### src/c2p_pkg.sv
// Shared constants, the arctangent table and the side-band type of the
// cartesian-to-polar CORDIC pipeline. No dependencies.
`default_nettype none

package c2p_pkg;

  // Fraction bits added to the coordinates before the micro-rotations.
  localparam int FRAC_BITS = 16;
  // Number of entries in the arctangent table; the iteration count may not exceed it.
  localparam int MAX_STAGES = 24;
  // Signed width of the Q.30 angle accumulator.
  localparam int ZW = 34;
  // Bits dropped when the Q.30 accumulator is rounded to Q3.13.
  localparam int ANG_SHIFT = 17;
  // Low slice width of the split gain-compensation product.
  localparam int LO_BITS = 24;
  // Width of the inverse CORDIC gain constant.
  localparam int KINV_W = 30;

  localparam logic [KINV_W-1:0] KINV_Q30 = 30'd652032874;
  localparam logic signed [ZW-1:0] PI_Q30 = 34'sd3373259426;
  localparam logic signed [15:0] PI_Q13 = 16'sd25736;
  localparam logic signed [15:0] HALF_PI_Q13 = 16'sd12868;
  localparam logic [15:0] RADIUS_MAX = 16'd46341;

  // Rounding constant for the angle: one half of the dropped LSBs.
  localparam logic signed [ZW-1:0] ANG_RND = ZW'(1) << (ANG_SHIFT - 1);

  // atan(2^-i) scaled by 2^30, truncated toward zero.
  localparam logic [29:0] ATAN_Q30 [0:MAX_STAGES-1] = '{
    30'd843314856, 30'd497837829, 30'd263043836, 30'd133525158,
    30'd67021686,  30'd33543515,  30'd16775850,  30'd8388437,
    30'd4194282,   30'd2097149,   30'd1048575,   30'd524287,
    30'd262143,    30'd131071,    30'd65535,     30'd32767,
    30'd16383,     30'd8191,      30'd4095,      30'd2047,
    30'd1023,      30'd511,       30'd255,       30'd127
  };

  // Items on an axis or at the origin bypass the CORDIC result.
  typedef struct packed {
    logic               special;
    logic [15:0]        radius;
    logic signed [15:0] angle;
  } c2p_side_t;

endpackage

`default_nettype wire

### src/c2p_rot.sv
// One registered CORDIC vectoring micro-rotation with a fixed shift.
// Depends on c2p_pkg for the arctangent table.
`default_nettype none

module c2p_rot
  import c2p_pkg::*;
#(
  parameter int W = 35,
  parameter int SHIFT = 0
) (
  input  logic                 clk,
  input  logic                 rst_n,
  input  logic                 valid_i,
  output logic                 ready_o,
  input  logic signed [W-1:0]  x_i,
  input  logic signed [W-1:0]  y_i,
  input  logic signed [ZW-1:0] z_i,
  input  c2p_side_t            side_i,
  output logic                 valid_o,
  input  logic                 ready_i,
  output logic signed [W-1:0]  x_o,
  output logic signed [W-1:0]  y_o,
  output logic signed [ZW-1:0] z_o,
  output c2p_side_t            side_o
);

  localparam logic signed [ZW-1:0] ATAN_STEP = ZW'(ATAN_Q30[SHIFT]);

  logic                 valid_r;
  logic signed [W-1:0]  x_r, x_nxt;
  logic signed [W-1:0]  y_r, y_nxt;
  logic signed [ZW-1:0] z_r, z_nxt;
  c2p_side_t            side_r;
  logic signed [W-1:0]  xs, ys;

  assign ready_o = !valid_r || ready_i;

  always_comb begin
    xs = x_i >>> SHIFT;
    ys = y_i >>> SHIFT;
    // Rotate toward the x axis: the sign of y picks the direction.
    if (!y_i[W-1]) begin
      x_nxt = x_i + ys;
      y_nxt = y_i - xs;
      z_nxt = z_i + ATAN_STEP;
    end else begin
      x_nxt = x_i - ys;
      y_nxt = y_i + xs;
      z_nxt = z_i - ATAN_STEP;
    end
  end

  always_ff @(posedge clk) begin
    if (!rst_n) begin
      valid_r <= 1'b0;
    end else if (ready_o) begin
      valid_r <= valid_i;
    end
  end

  always_ff @(posedge clk) begin
    if (ready_o && valid_i) begin
      x_r    <= x_nxt;
      y_r    <= y_nxt;
      z_r    <= z_nxt;
      side_r <= side_i;
    end
  end

  assign valid_o = valid_r;
  assign x_o     = x_r;
  assign y_o     = y_r;
  assign z_o     = z_r;
  assign side_o  = side_r;

endmodule

`default_nettype wire

### config.mk
export PLATFORM = sky130hd
export DESIGN_NAME = c2p_rot
export DESIGN_NICKNAME = d
export VERILOG_FILES = /design/src/c2p_pkg.sv /design/src/c2p_rot.sv
export SDC_FILE = /design/constraint.sdc
export NUM_CORES = 1
export LEC_CHECK = 0
export ABC_AREA = 1
export BUFFER_PORTS_ARGS = -buffer_cell sky130_fd_sc_hd__buf_4
export CAP_MARGIN = 20
export CORE_UTILIZATION = 40
export CTS_CLUSTER_DIAMETER = 120
export CTS_CLUSTER_SIZE = 20
export DETAILED_ROUTE_END_ITERATION = 7
export PLACE_DENSITY = 0.7
export SLEW_MARGIN = 20
export SYNTH_ARGS = -nofsm -noshare
export SYNTH_HDL_FRONTEND = slang
export SYNTH_SLANG_ARGS = --single-unit
### constraint.sdc
create_clock -name clk -period 8.8 [get_ports clk]
set_input_delay 0 -clock clk [delete_from_list [all_inputs] [get_ports clk]]
set_output_delay 0 -clock clk [all_outputs]
set_load 0.005 [all_outputs]
# Yosys cells after proc, flatten, opt, wreduce, memory -nomap -nowiden
# Cells that the tools add are included.
# classes
add_sub_neg,5
muxes,3
reduce_logical,3
# ops
op,count
$mux W35,2
$sub A35 B35 Y35,2
$add A35 B35 Y35,1
$add A34 B31 Y34 const B,1
$mux W34,1
$sub A34 B31 Y34 const B,1
$logic_and A1 B1 Y1,1
$logic_not A1 Y1,1
$logic_or A1 B1 Y1,1
# word_totals
inputBits,141
output_inout_bits,139
word_cells,18
register_bits,138

# Depth between registers and ports, before layout
# Gate-level depths: netlist (run 1).
# depth
ltp_word,3
depth_mapped,17
depth_no_buf,16

# Worst setup path after synthesis (run 1)
# OpenSTA, ideal clock, no wires.
# synth_timing
path_kind,reg-to-reg
from,register valid_r (netlist: valid_o)
to,"register side_r, in the netlist side_o[0], enable pin"
setup_ns,0.676
synth_period_minus_slack_ns,7.575
setup_slack_ns,1.225
path_buffers,0
arrival_time_ns,6.900
t_required_ns,8.124
path_stages_with_launch,2
cell_sequence,dfxtp_1 a21oi_1
# synth_via
elab_chain_cells,3
# synth_lines
item,line,text
start: declaration,c2p_rot.sv:29,logic valid_r;
start signal: assignment,c2p_rot.sv:57,valid_r <= valid_i;
$logic_not A1 Y1,c2p_rot.sv:36,assign ready_o = !valid_r || ready_i;
$logic_or A1 B1 Y1,c2p_rot.sv:36,
$logic_and A1 B1 Y1,c2p_rot.sv:62,if (ready_o && valid_i) begin
end signal: assignment,c2p_rot.sv:66,side_r <= side_i;
end: declaration,c2p_rot.sv:33,c2p_side_t side_r;
# Every way passes these cells.
# A chain may end at the register's enable or synchronous reset.

# Final worst setup path (run 1)
# layout_timing
from,register valid_r (netlist: valid_o)
to,"register z_r[28] (netlist: z_o[28]), enable pin"
# layout_via
elab_chain_cells,3
# layout_lines
item,line,text
$logic_not A1 Y1,c2p_rot.sv:36,
$logic_or A1 B1 Y1,c2p_rot.sv:36,
$logic_and A1 B1 Y1,c2p_rot.sv:62,
end signal: assignment,c2p_rot.sv:65,z_r <= z_nxt;
end: declaration,c2p_rot.sv:32,"logic signed [ZW-1:0] z_r, z_nxt;"
# Every way passes these cells.

==> results of run 1 <==
cell families after synthesis:
family / Yosys count
and+or+nand+nor: 1001
buffers and inverters: 346
DFF: 137
xor gates and xnor gates: 56
AOI/OAI and AO/OA: 316
muxes: 1
adders and majority gates: 135
worst paths after layout:
check / to / slack, ps / start
min: x_o[8] / 60 / y_i[34]
min reg2reg: side_o[32] / 770 / valid_o
max reg2reg: z_o[28] / 6050 / valid_o
max: z_o[28] / 6050 / valid_o
Yosys cell counts (5+ instances only):
cell type  instances  area [µm²]
nand2_1          584        2190
inv_1            293        1100
nand3_1          177         886
a21oi_1          158         791
nor2_1           143         537
edfxtp_1         136        4080
ha_1             131        1640
o21ai_0          103         515
xor2_1            53         464
buf_4             23         173
nor2_2            19         119
nor3_1            18        90.1
nand4_1           16         100
o21bai_1          16         120
nand2_2           15        93.8
buf_6             11         124
o21ai_1            9        45.0
a21oi_2            7        61.3
buf_2              6        30.0
inv_2              6        22.5
nand3b_1           6        45.0
clkbuf_1           5        18.8
nor2_4             5        56.3
final cells by class:
type	instances	area, µm²	area share, %
multi-input cells	1509	8200	47.8
flip-flops and latches	137	4100	23.9
repair buffers	324	2530	14.8
inverters	299	1120	6.55
well taps	448	561	3.27
clock buffers	17	425	2.48
clock inverters	15	194	1.13
registers in the layout, summed over array words and instances, names as in the netlist:
name and cells:
z_o 34, side_o 33, y_o 35, valid_o 1, x_o 34
power by group through the flow:
| stage | sequential [W] | clock (W) | combinational, W |
|---|---|---|---|
| finish | 0.000837 | 0.000754 | 0.000921 |
| global route | 0.000844 | 0.000788 | 0.00101 |
| CTS | 0.000839 | 0.000769 | 0.000910 |
| detailed placement | 0.000853 | 0 | 0.000890 |
| global placement | 0.000852 | 0 | 0.000887 |
| floorplan | 0.000862 | 0 | 0.000529 |
stage by stage:
stage / utilization (%) / setup slack, ps / hold WS (ps)
5_1_grt: 50.9 / 5800 / 58.4
4_1_cts: 50.9 / 6000 / 36.0
2_1_floorplan: - / 1220 / 96.1
3_5_place_dp: 47.8 / 6020 / 179
6_report: 50.9 / 6050 / 55.6
3_3_place_gp: 47.8 / 6070 / 178
per-layer routing:
layer	track usage, %	wire length [µm]	vias up
li1	-	-	7072
met1	35.7	21700	6732
met2	50.3	24500	631
met3	4.10	3340	90
met4	10.4	1720	0
met5	0	0	-
==> impl_metrics.env, run 1 <==
export IMPL_hold_path_depth=2
export IMPL_fp_row_count=67
export IMPL_syn_area_mm2=0.0138
export IMPL_synth_xor_area_share_pct=3.56
export IMPL_p_leak_nw=8.59
export IMPL_cts_made_buffers=17
export IMPL_cts_root_buf="clkbuf_16"
export IMPL_drt_iter0_markers=1163
export IMPL_synth_compound_area_share_pct=12.4
export IMPL_crit_buf_inv=2
export IMPL_drv_cap=0
export IMPL_tritoncts="built"
export IMPL_synth_top_family_by_area="simple AND/OR/NAND/NOR gates"
export IMPL_cts_max_path_buffers=2
export IMPL_ir_worst_vdd_v=0.000141
export IMPL_die_y_um=188
export IMPL_place_congestion=1.00
export IMPL_critical_path_class="reg2reg"
export IMPL_initial_core_util_pct=40.9
export IMPL_synth_simple_gate_area_share_pct=30.9
export IMPL_max_slew_margin_pct=36.2
export IMPL_routed_wl_mm=51.3
export IMPL_hpwlAfterDp_mm=42.3
export IMPL_vias=14525
export IMPL_synth_fa_ha_area_share_pct=12.5
export IMPL_yosysSeqAreaShare_pct=29.8
export IMPL_seq_power_share_pct=33.3
export IMPL_htreeDepth=4
export IMPL_finalPower_w=0.00251
export IMPL_p_int_w=0.00154
export IMPL_grt_pass1_vias=13966
export IMPL_finalHoldViolations=0
export IMPL_synth_enable_flop_cells=136
export IMPL_clkTransAtPathRegs_ps=70
export IMPL_cts_hold_buf=41
export IMPL_async_reset_ff_share_pct=0
export IMPL_clkPwrFrac_pct=30.0
export IMPL_p_sw_w=0.000973
export IMPL_antenna_found_initial=0
export IMPL_pin_count=280
export IMPL_placedCellCount=2676
export IMPL_status="finished clean"
export IMPL_setup_viol=0
export IMPL_finalWorstPathRequiredPeriod_ps=2750
export IMPL_cts_setup_buffers=0
export IMPL_fillerInstances=3359
export IMPL_cp_end_kind="flop"
export IMPL_synth_seq_cells=137
export IMPL_clock_sinks=137
export IMPL_worstRegToRegCells=3
export IMPL_synth_main_ff_cell="edfxtp_1"
export IMPL_crit_family="buffers and inverters"
export IMPL_finClkSkew_ps=13.9
export IMPL_antenna_left=0
export IMPL_dr_pass1_iters=6
export IMPL_syn_inst=1992
export IMPL_setup_tns_ps=0
export IMPL_core_mm2=0.0337
export IMPL_routedWlPerCell_um=18.7
export IMPL_swShare_pct=38.7
export IMPL_drive_above_1_share_pct=16.6
export IMPL_ctsResizeCount=0
export IMPL_final_cell_mix="584 x nand2_1, 292 x inv_1, 283 x buf_4"
export IMPL_required_ps=8860
export IMPL_synth_nets=2268
export IMPL_yosys_warnings=0
export IMPL_nets=2564
export IMPL_gr_usage_all_layers_pct=28.7
export IMPL_synth_mux_area_share_pct=0.0726
export IMPL_gr_total_overflow=0
export IMPL_yosysUniqueCellTypes=48
export IMPL_slowest_stage="buf_4"
export IMPL_clock_latency_ps=450
export IMPL_final_common_cell="nand2_1"
export IMPL_worstMarginPinSlew_ps=957
export IMPL_rsz0062_at_grt="no"
export IMPL_crit_fanout=73
export IMPL_combPwrFrac_pct=36.7
export IMPL_dieWidth_um=188
export IMPL_holdCritPathClass="in2reg"
export IMPL_place_area_mm2=0.0161
export IMPL_cpPeakStageDelay_ps=840
export IMPL_critPathLaunchType="flop"
export IMPL_path_cells="a21oi_4 -> buf_4 -> buf_4"
export IMPL_drc=0
export IMPL_cp_arrival_ps=2800
export IMPL_avgViaCountPerCell=5.28
export IMPL_n_antenna_cell=0
export IMPL_crit_cells=3
export IMPL_dieArea_mm2=0.0352
export IMPL_grt_pass1_wl_mm=77.3
export IMPL_crit_top_cell="buf_4"
export IMPL_pwr_density_cell_mw_per_mm2=147
export IMPL_syn_area_per_cell_um2=6.92
export IMPL_final_instance_count_excl_fill=2749
export IMPL_area_growth_pct=24.4
export IMPL_clock_fmax_ghz=0.364
export IMPL_maxSlewViolCount=0
export IMPL_grt_max_degree=76
export IMPL_design_area_mm2=0.0171
export IMPL_port_buffers=279
export IMPL_fin_crit_sh_pct=31.2
Note: power is estimated with default switching activity, not from simulation.
==> inputs of run 2 (changes only) <==
--- a/config.mk
+++ b/config.mk
@@ -12,7 +12,7 @@
 export CTS_CLUSTER_DIAMETER = 120
 export CTS_CLUSTER_SIZE = 20
 export DETAILED_ROUTE_END_ITERATION = 7
-export PLACE_DENSITY = 0.7
+export PLACE_DENSITY = 0.73
 export SLEW_MARGIN = 20
 export SYNTH_ARGS = -nofsm -noshare
 export SYNTH_HDL_FRONTEND = slang
==> constraint.sdc (replaced) <==
create_clock -name clk -period 2.33 [get_ports clk]
set_input_delay 0 -clock clk [delete_from_list [all_inputs] [get_ports clk]]
set_output_delay 0 -clock clk [all_outputs]
set_load 0.005 [all_outputs]
==> run 2 against run 1 <==
  * Cell area increased by 5.2%
  * Via count increased by 2.3%
  * Critical path depth increased by 11
  * Die area unchanged
  * First-iteration DRC count increased by 2.3%
  * Combinational power increased to 4.0 times the previous value
  * Hold slack got worse by 7.0 ps
  * Wire length increased by 1.1%
  * Sequential power increased to 3.8 times the previous value
  * Power increased to 3.9 times the previous value
  * Sequential share of layout area decreased by 1.2 points
  * Largest cell class unchanged
  * Largest power group unchanged
==> impl_metrics.env, run 2 (same netlist as run 1, synthesis figures left out) <==
export IMPL_worstSetupStartpoint="y_i[0]"
export IMPL_place_congestion=0.969
export IMPL_gr_total_overflow=0
export IMPL_hold_end="z_o[31]"
export IMPL_design_area_mm2=0.0180
export IMPL_port_buffers=279
export IMPL_ir_worst_vdd_v=0.000534
export IMPL_worstMarginPinSlew_ps=894
export IMPL_die_y_um=188
export IMPL_setup_tns_ps=0
export IMPL_final_instance_count_excl_fill=2864
export IMPL_routedWlPerCell_um=18.1
export IMPL_final_common_cell="nand2_1"
export IMPL_grt_max_degree=90
export IMPL_n_antenna_cell=0
export IMPL_crit_fanout=3
export IMPL_hpwlAfterDp_mm=43.0
export IMPL_grt_busiest_layer="met2"
export IMPL_largest_register_ffs=35
export IMPL_final_cell_mix="582 x nand2_1, 396 x buf_4, 292 x inv_1"
export IMPL_required_ps=2540
export IMPL_htreeDepth=4
export IMPL_holdCritPathClass="in2reg"
export IMPL_worstReg2RegStart="valid_o"
export IMPL_finalHoldViolations=0
export IMPL_cp_end_kind="flop"
export IMPL_drt_iter0_markers=1190
export IMPL_regArea_mm2=0.00411
export IMPL_reg2reg_slack_ps=850
export IMPL_cts_made_buffers=17
export IMPL_drc=0
export IMPL_pin_count=280
export IMPL_grtUsageMet1_pct=36.7
export IMPL_clock_latency_ps=460
export IMPL_antenna_found_initial=0
export IMPL_path_cells="dlygate4sd3_1 -> buf_4 -> ha_1 -> fa_1 -> o21bai_1 -> nand2_1 -> nand2_1 -> nand2_1 -> nand2_1 -> nand2_1 -> nand2_1 -> nand2_1 -> nand3_1 -> nand2_1"
export IMPL_clkPwrFrac_pct=29.1
export IMPL_core_mm2=0.0337
export IMPL_area_growth_pct=30.8
export IMPL_crit_family="simple AND/OR/NAND/NOR gates"
export IMPL_place_area_mm2=0.0170
export IMPL_crit_top_cell="nand2_1"
export IMPL_routed_wl_mm=51.9
export IMPL_swShare_pct=37.2
export IMPL_clock_fmax_ghz=0.463
export IMPL_pwr_density_cell_mw_per_mm2=539
export IMPL_cts_root_buf="clkbuf_16"
export IMPL_cpPeakStageDelay_ps=540
export IMPL_slowest_stage="dlygate4sd3_1"
export IMPL_p_leak_nw=9.16
export IMPL_critical_path_class="in2reg"
export IMPL_maxSlewViolCount=0
export IMPL_fp_row_count=67
export IMPL_grt_pass1_wl_mm=78.8
export IMPL_nets=2679
export IMPL_worstRegToRegCells=2
export IMPL_clkTransAtPathRegs_ps=70
export IMPL_initial_core_util_pct=40.9
export IMPL_rsz0062_at_grt="no"
export IMPL_p_sw_w=0.00361
export IMPL_fin_crit_sh_pct=92.7
export IMPL_drive_above_1_share_pct=20.9
export IMPL_reg2reg_to="x_o[21]"
export IMPL_combPwrFrac_pct=38.4
export IMPL_status="finished clean"
export IMPL_drv_cap=0
export IMPL_cts_max_path_buffers=2
export IMPL_finalWorstPathRequiredPeriod_ps=2160
export IMPL_gr_usage_all_layers_pct=29.2
export IMPL_seq_power_share_pct=32.5
export IMPL_critPathLaunchType="input pin"
export IMPL_hold_start="z_i[31]"
export IMPL_max_slew_margin_pct=40.4
export IMPL_crit_buf_inv=2
export IMPL_grtUsageMet2_pct=50.9
export IMPL_fillerInstances=3326
export IMPL_finalPower_w=0.00972
export IMPL_grt_pass1_vias=14543
export IMPL_tritoncts="built"
export IMPL_p_int_w=0.00611
export IMPL_finClkSkew_ps=16.7
export IMPL_dieArea_mm2=0.0352
export IMPL_hold_path_depth=3
export IMPL_crit_cells=14
export IMPL_placedCellCount=2791
export IMPL_avgViaCountPerCell=5.19
export IMPL_dr_pass1_iters=6
export IMPL_clock_sinks=137
export IMPL_antenna_left=0
export IMPL_setup_viol=0
export IMPL_use_met3_pct=3.41
export IMPL_multi_input_area_mm2=0.00822
export IMPL_cp_arrival_ps=2370
export IMPL_cts_setup_buffers=0
export IMPL_dieWidth_um=188
export IMPL_vias=14857
==> run 2: changes by cell type in the layout (fill, tap and decap cells not counted), sizes merged <==
cell | previous run | this run
buf | 283 | 398
clkinv | 9 | 3
clkinvlp | 0 | 2
inv | 305 | 307
bufinv | 0 | 1
clkbuf | 17 | 18
==> run 2: worst max-delay path by stage <==
stage	to
6_report	x_o[32]
5_1_grt	z_o[33]
4_1_cts	y_o[24]
3_5_place_dp	y_o[31]
3_3_place_gp	y_o[31]
2_1_floorplan	side_o[0]
==> run 2: power groups by stage <==
stage | registers [W] | clock network (W) | logic (W)
after floorplan | 0.00323 | 0 | 0.00200
after global placement | 0.00321 | 0 | 0.00359
after detailed placement | 0.00322 | 0 | 0.00360
after CTS | 0.00316 | 0.00287 | 0.00368
after global routing | 0.00318 | 0.00293 | 0.00408
final | 0.00316 | 0.00283 | 0.00373
==> run 2: through the flow <==
| stage | util [%] | hold WS (ps) | worst slack, ps |
|---|---|---|---|
| detailed placement | 50.4 | 180 | -19.9 |
| global route | 53.5 | 44.4 | 7.95 |
| floorplan | - | 98.9 | -682 |
| global placement | 50.4 | 178 | -48.7 |
| finish | 53.5 | 48.5 | 171 |
| CTS | 53.4 | 27.9 | 38.5 |
==> run 2: worst reg2reg max path, stage by stage (launching register included) <==
cell	delay (ps)
dfxtp_2	340
a21oi_4	180
buf_4	540
==> run 2: what timing repair did <==
action / CTS / global route
gates resized for setup: 0 / 6
hold endpoints to repair: 40 / 0
hold buffers: 41 / 0
endpoints found under the setup margin: 0 / 8
==> run 2: cell type report <==
cell class                 instances  area share (%)
inverter                         299            6.23
timing repair buffer             439            19.0
sequential                       137            22.8
clock buffer                      18            2.44
clock inverter                    14           0.861
tap                              448            3.11
multi-input combinational       1509            45.6
==> run 2: metal layers <==
metal | up-vias | share of wire, %
li1 | 7279 | -
met3 | 83 | 6.1
met5 | - | 0
met4 | 0 | 3.5
met2 | 615 | 48
met1 | 6880 | 42
==> inputs of run 3 (changes only) <==
--- a/config.mk
+++ b/config.mk
@@ -5,14 +5,14 @@
 export SDC_FILE = /design/constraint.sdc
 export NUM_CORES = 1
 export LEC_CHECK = 0
-export ABC_AREA = 1
 export BUFFER_PORTS_ARGS = -buffer_cell sky130_fd_sc_hd__buf_4
 export CAP_MARGIN = 20
 export CORE_UTILIZATION = 40
 export CTS_CLUSTER_DIAMETER = 120
 export CTS_CLUSTER_SIZE = 20
 export DETAILED_ROUTE_END_ITERATION = 7
-export PLACE_DENSITY = 0.73
+export HOLD_SLACK_MARGIN = 0.05
+export PLACE_DENSITY = 0.74
 export SLEW_MARGIN = 20
 export SYNTH_ARGS = -nofsm -noshare
 export SYNTH_HDL_FRONTEND = slang
==> run 3 against run 2 <==
  * Sequential share of layout area down 0.74 points
  * Combinational power up 11%
  * Critical path type unchanged
  * Sequential power up 2%
  * Maximum frequency down 10%
  * Area after synthesis down 15%
  * First-iteration DRC count down 3.5%
  * Cell count down 19%
  * Clock-buffer cell count down 1
  * Clock power down 11%
  * Largest cell class unchanged
  * Utilization up 11 points
  * Cell area up 3.3%
  * The run now ends with negative setup slack left
==> impl_metrics.env, run 3 <==
export IMPL_status="finished with violations"
export IMPL_violations="negative setup slack"
export IMPL_synth_top_area_share_pct=35.0
export IMPL_drv_cap=0
export IMPL_path_cells="buf_4 -> ha_2 -> nor2b_4 -> or4_4 -> o21ai_4 -> o31ai_4 -> a211oi_4 -> a2111oi_4 -> or2_4 -> or4b_1 -> nand4b_1"
export IMPL_die_y_um=173
export IMPL_max_slew_margin_pct=44.3
export IMPL_core_mm2=0.0287
export IMPL_crit_cells=11
export IMPL_maxSlewViolCount=0
export IMPL_drive_above_1_share_pct=41.4
export IMPL_final_common_cell="buf_4"
export IMPL_rsz0062_at_grt="yes"
export IMPL_finClkSkew_ps=23.9
export IMPL_initial_core_util_pct=40.6
export IMPL_critical_path_class="in2reg"
export IMPL_yosys_top_cells_area="edfxtp_1 35%, ha_1 14%, xnor2_1 6.0%"
export IMPL_pwr_density_cell_mw_per_mm2=529
export IMPL_finalWorstPathRequiredPeriod_ps=2410
export IMPL_cp_end_kind="flop"
export IMPL_finalHoldViolations=0
export IMPL_largest_register_ffs=35
export IMPL_slowest_stage="or4_4"
export IMPL_yosysUniqueCellTypes=73
export IMPL_htreeDepth=4
export IMPL_design_area_mm2=0.0186
export IMPL_hpwlAfterDp_mm=33.7
export IMPL_dieWidth_um=173
export IMPL_setup_viol=4
export IMPL_final_cell_mix="619 x buf_4, 136 x edfxtp_1, 121 x a21oi_1"
export IMPL_syn_area_mm2=0.0117
export IMPL_synth_enable_flop_cells=136
export IMPL_hold_slack_ps=73.7
export IMPL_synth_nets=1545
export IMPL_clkTransAtPathRegs_ps=60
export IMPL_final_instance_count_excl_fill=2313
export IMPL_fp_row_count=62
export IMPL_antenna_found_initial=1
export IMPL_clock_fmax_ghz=0.416
export IMPL_finalPower_w=0.00986
export IMPL_cts_root_buf="clkbuf_16"
export IMPL_required_ps=2610
export IMPL_reg2reg_to="x_o[28]"
export IMPL_synth_top_cell_by_area="edfxtp_1"
export IMPL_vias=12363
export IMPL_avgViaCountPerCell=5.35
export IMPL_drt_iter0_markers=1148
export IMPL_worstReg2RegStart="valid_o"
export IMPL_cts_made_buffers=17
export IMPL_holdCritPathClass="in2reg"
export IMPL_place_congestion=0.921
export IMPL_worstRegToRegCells=3
export IMPL_clock_latency_ps=440
export IMPL_placedCellCount=2231
export IMPL_synth_main_ff_cell="edfxtp_1"
export IMPL_area_growth_pct=59.6
export IMPL_yosys_warnings=0
export IMPL_crit_fanout=4
export IMPL_cp_arrival_ps=2690
export IMPL_critPathCapture="x_o[31]"
export IMPL_gr_usage_all_layers_pct=27.7
export IMPL_cts_max_path_buffers=2
export IMPL_syn_inst=1269
export IMPL_dieArea_mm2=0.0298
export IMPL_drc=0
export IMPL_nets=2193
export IMPL_yosysMostFrequentCell="edfxtp_1"
export IMPL_place_area_mm2=0.0169
export IMPL_reg2reg_slack_ps=770
export IMPL_gr_total_overflow=0
export IMPL_p_leak_nw=8.43
export IMPL_yosysSeqAreaShare_pct=35.2
export IMPL_critPathLaunchType="input pin"
export IMPL_tritoncts="built"
export IMPL_n_antenna_cell=0
export IMPL_routed_wl_mm=42.8
export IMPL_port_buffers=279
export IMPL_pin_count=280
export IMPL_netlist_top_cells_count="136 x edfxtp_1, 135 x a21oi_1, 131 x ha_1, 117 x inv_1, 82 x o21ai_0"
export IMPL_grt_pass1_wl_mm=65.3
export IMPL_worstSetupStartpoint="x_i[5]"
export IMPL_grt_max_degree=72
export IMPL_dr_pass1_iters=5
export IMPL_async_reset_ff_share_pct=0
export IMPL_ir_worst_vdd_v=0.000464
export IMPL_crit_buf_inv=1
export IMPL_grt_pass1_vias=12406
export IMPL_antenna_left=0
export IMPL_clock_sinks=137
export IMPL_worstMarginPinSlew_ps=835
export IMPL_cpPeakStageDelay_ps=550
export IMPL_synth_seq_cells=137
export IMPL_routedWlPerCell_um=18.5
export IMPL_fin_crit_sh_pct=103
export IMPL_syn_area_per_cell_um2=9.19
export IMPL_crit_family="simple AND/OR/NAND/NOR gates"
export IMPL_layout_setup_ws_ps=-75.5
[run 3: cell count changes in the layout (fill, tap and decap cells not counted), moves of 39 or more]
cell / before / now
nor2_1: 143 / 79
buf_4: 396 / 619
inv_1: 292 / 110
a21o_1: 3 / 42
nand2_1: 582 / 60
nand3_1: 176 / 19
xor2_1: 53 / 10
xnor2_1: 3 / 78
[run 3: how the worst min path moves through the flow]
| stage | from | end | slack [ps] | depth (start not counted) |
|---|---|---|---|---|
| 6_report | z_i[17] | z_o[17] | 70 | 3 |
| 3_5_place_dp | side_i[19] | side_o[19] | 180 | 1 |
| 2_1_floorplan | side_i[0] | side_o[0] | 100 | 0 |
| 5_1_grt | z_i[17] | z_o[17] | 70 | 3 |
| 4_1_cts | z_i[17] | z_o[17] | 60 | 3 |
| 3_3_place_gp | side_i[11] | side_o[11] | 180 | 1 |
[run 3: kinds of logic (layout without fill, tap and decap cells)]
kind of cell               count (synthesis)  after routing  share of synthesized area (%)
buffers and inverters                    168            828                           5.50
muxes                                     18             18                           1.57
adders and majority gates                135            135                           14.7
DFF                                      137            137                           35.2
and+or+nand+nor                          297            297                           12.7
xor gates and xnor gates                  90             90                           6.76
AOI/OAI and AO/OA                        424            424                           23.6
[run 3: through the flow]
stage               util (%)  setup TNS, ps  setup slack, ps
floorplan                  -           -556             -158
global placement        59.0         -20140             -580
detailed placement      59.0         -21020             -590
CTS                     63.0          -42.0            -33.6
global route            64.9           -711             -133
finish                  64.9           -144            -75.5
[run 3: area by class of cell]
| class | count | area, µm² |
|---|---|---|
| Clock inverter | 14 | 101 |
| Tap cell | 384 | 480 |
| Timing Repair Buffer | 675 | 5280 |
| Clock buffer | 17 | 425 |
| Inverter | 122 | 478 |
| Fill cell | 2363 | 10100 |
| Sequential cell | 137 | 4100 |
| Multi-Input combinational cell | 964 | 7750 |
[run 3: metal layers]
layer | routed length (µm) | track usage (%)
met2 | 21100 | 48.6
met3 | 2390 | 4.02
met4 | 1290 | 10.1
met5 | 0 | 0
met1 | 18000 | 34.3
[run 3: tightest hold or removal path, cell delays in order]
cell and delay, ps:
buf_4 90, ha_4 140, xor2_1 90
[run 3: what timing repair did]
item,4_1_cts,5_1_grt
gates resized for setup,31,107
buffers inserted,4,7
hold buffers,43,0
endpoints found under the hold margin,42,0
setup endpoints to repair,24,35
pin swaps,14,53
[run 3: power by group]
| group | switching [W] | internal (W) | total (W) |
|---|---|---|---|
| clock | 0.00115 | 0.00136 | 0.00251 |
| sequential | 0.0000966 | 0.00312 | 0.00322 |
| combinational | 0.00203 | 0.00210 | 0.00413 |
| total | 0.00328 | 0.00658 | 0.00986 |
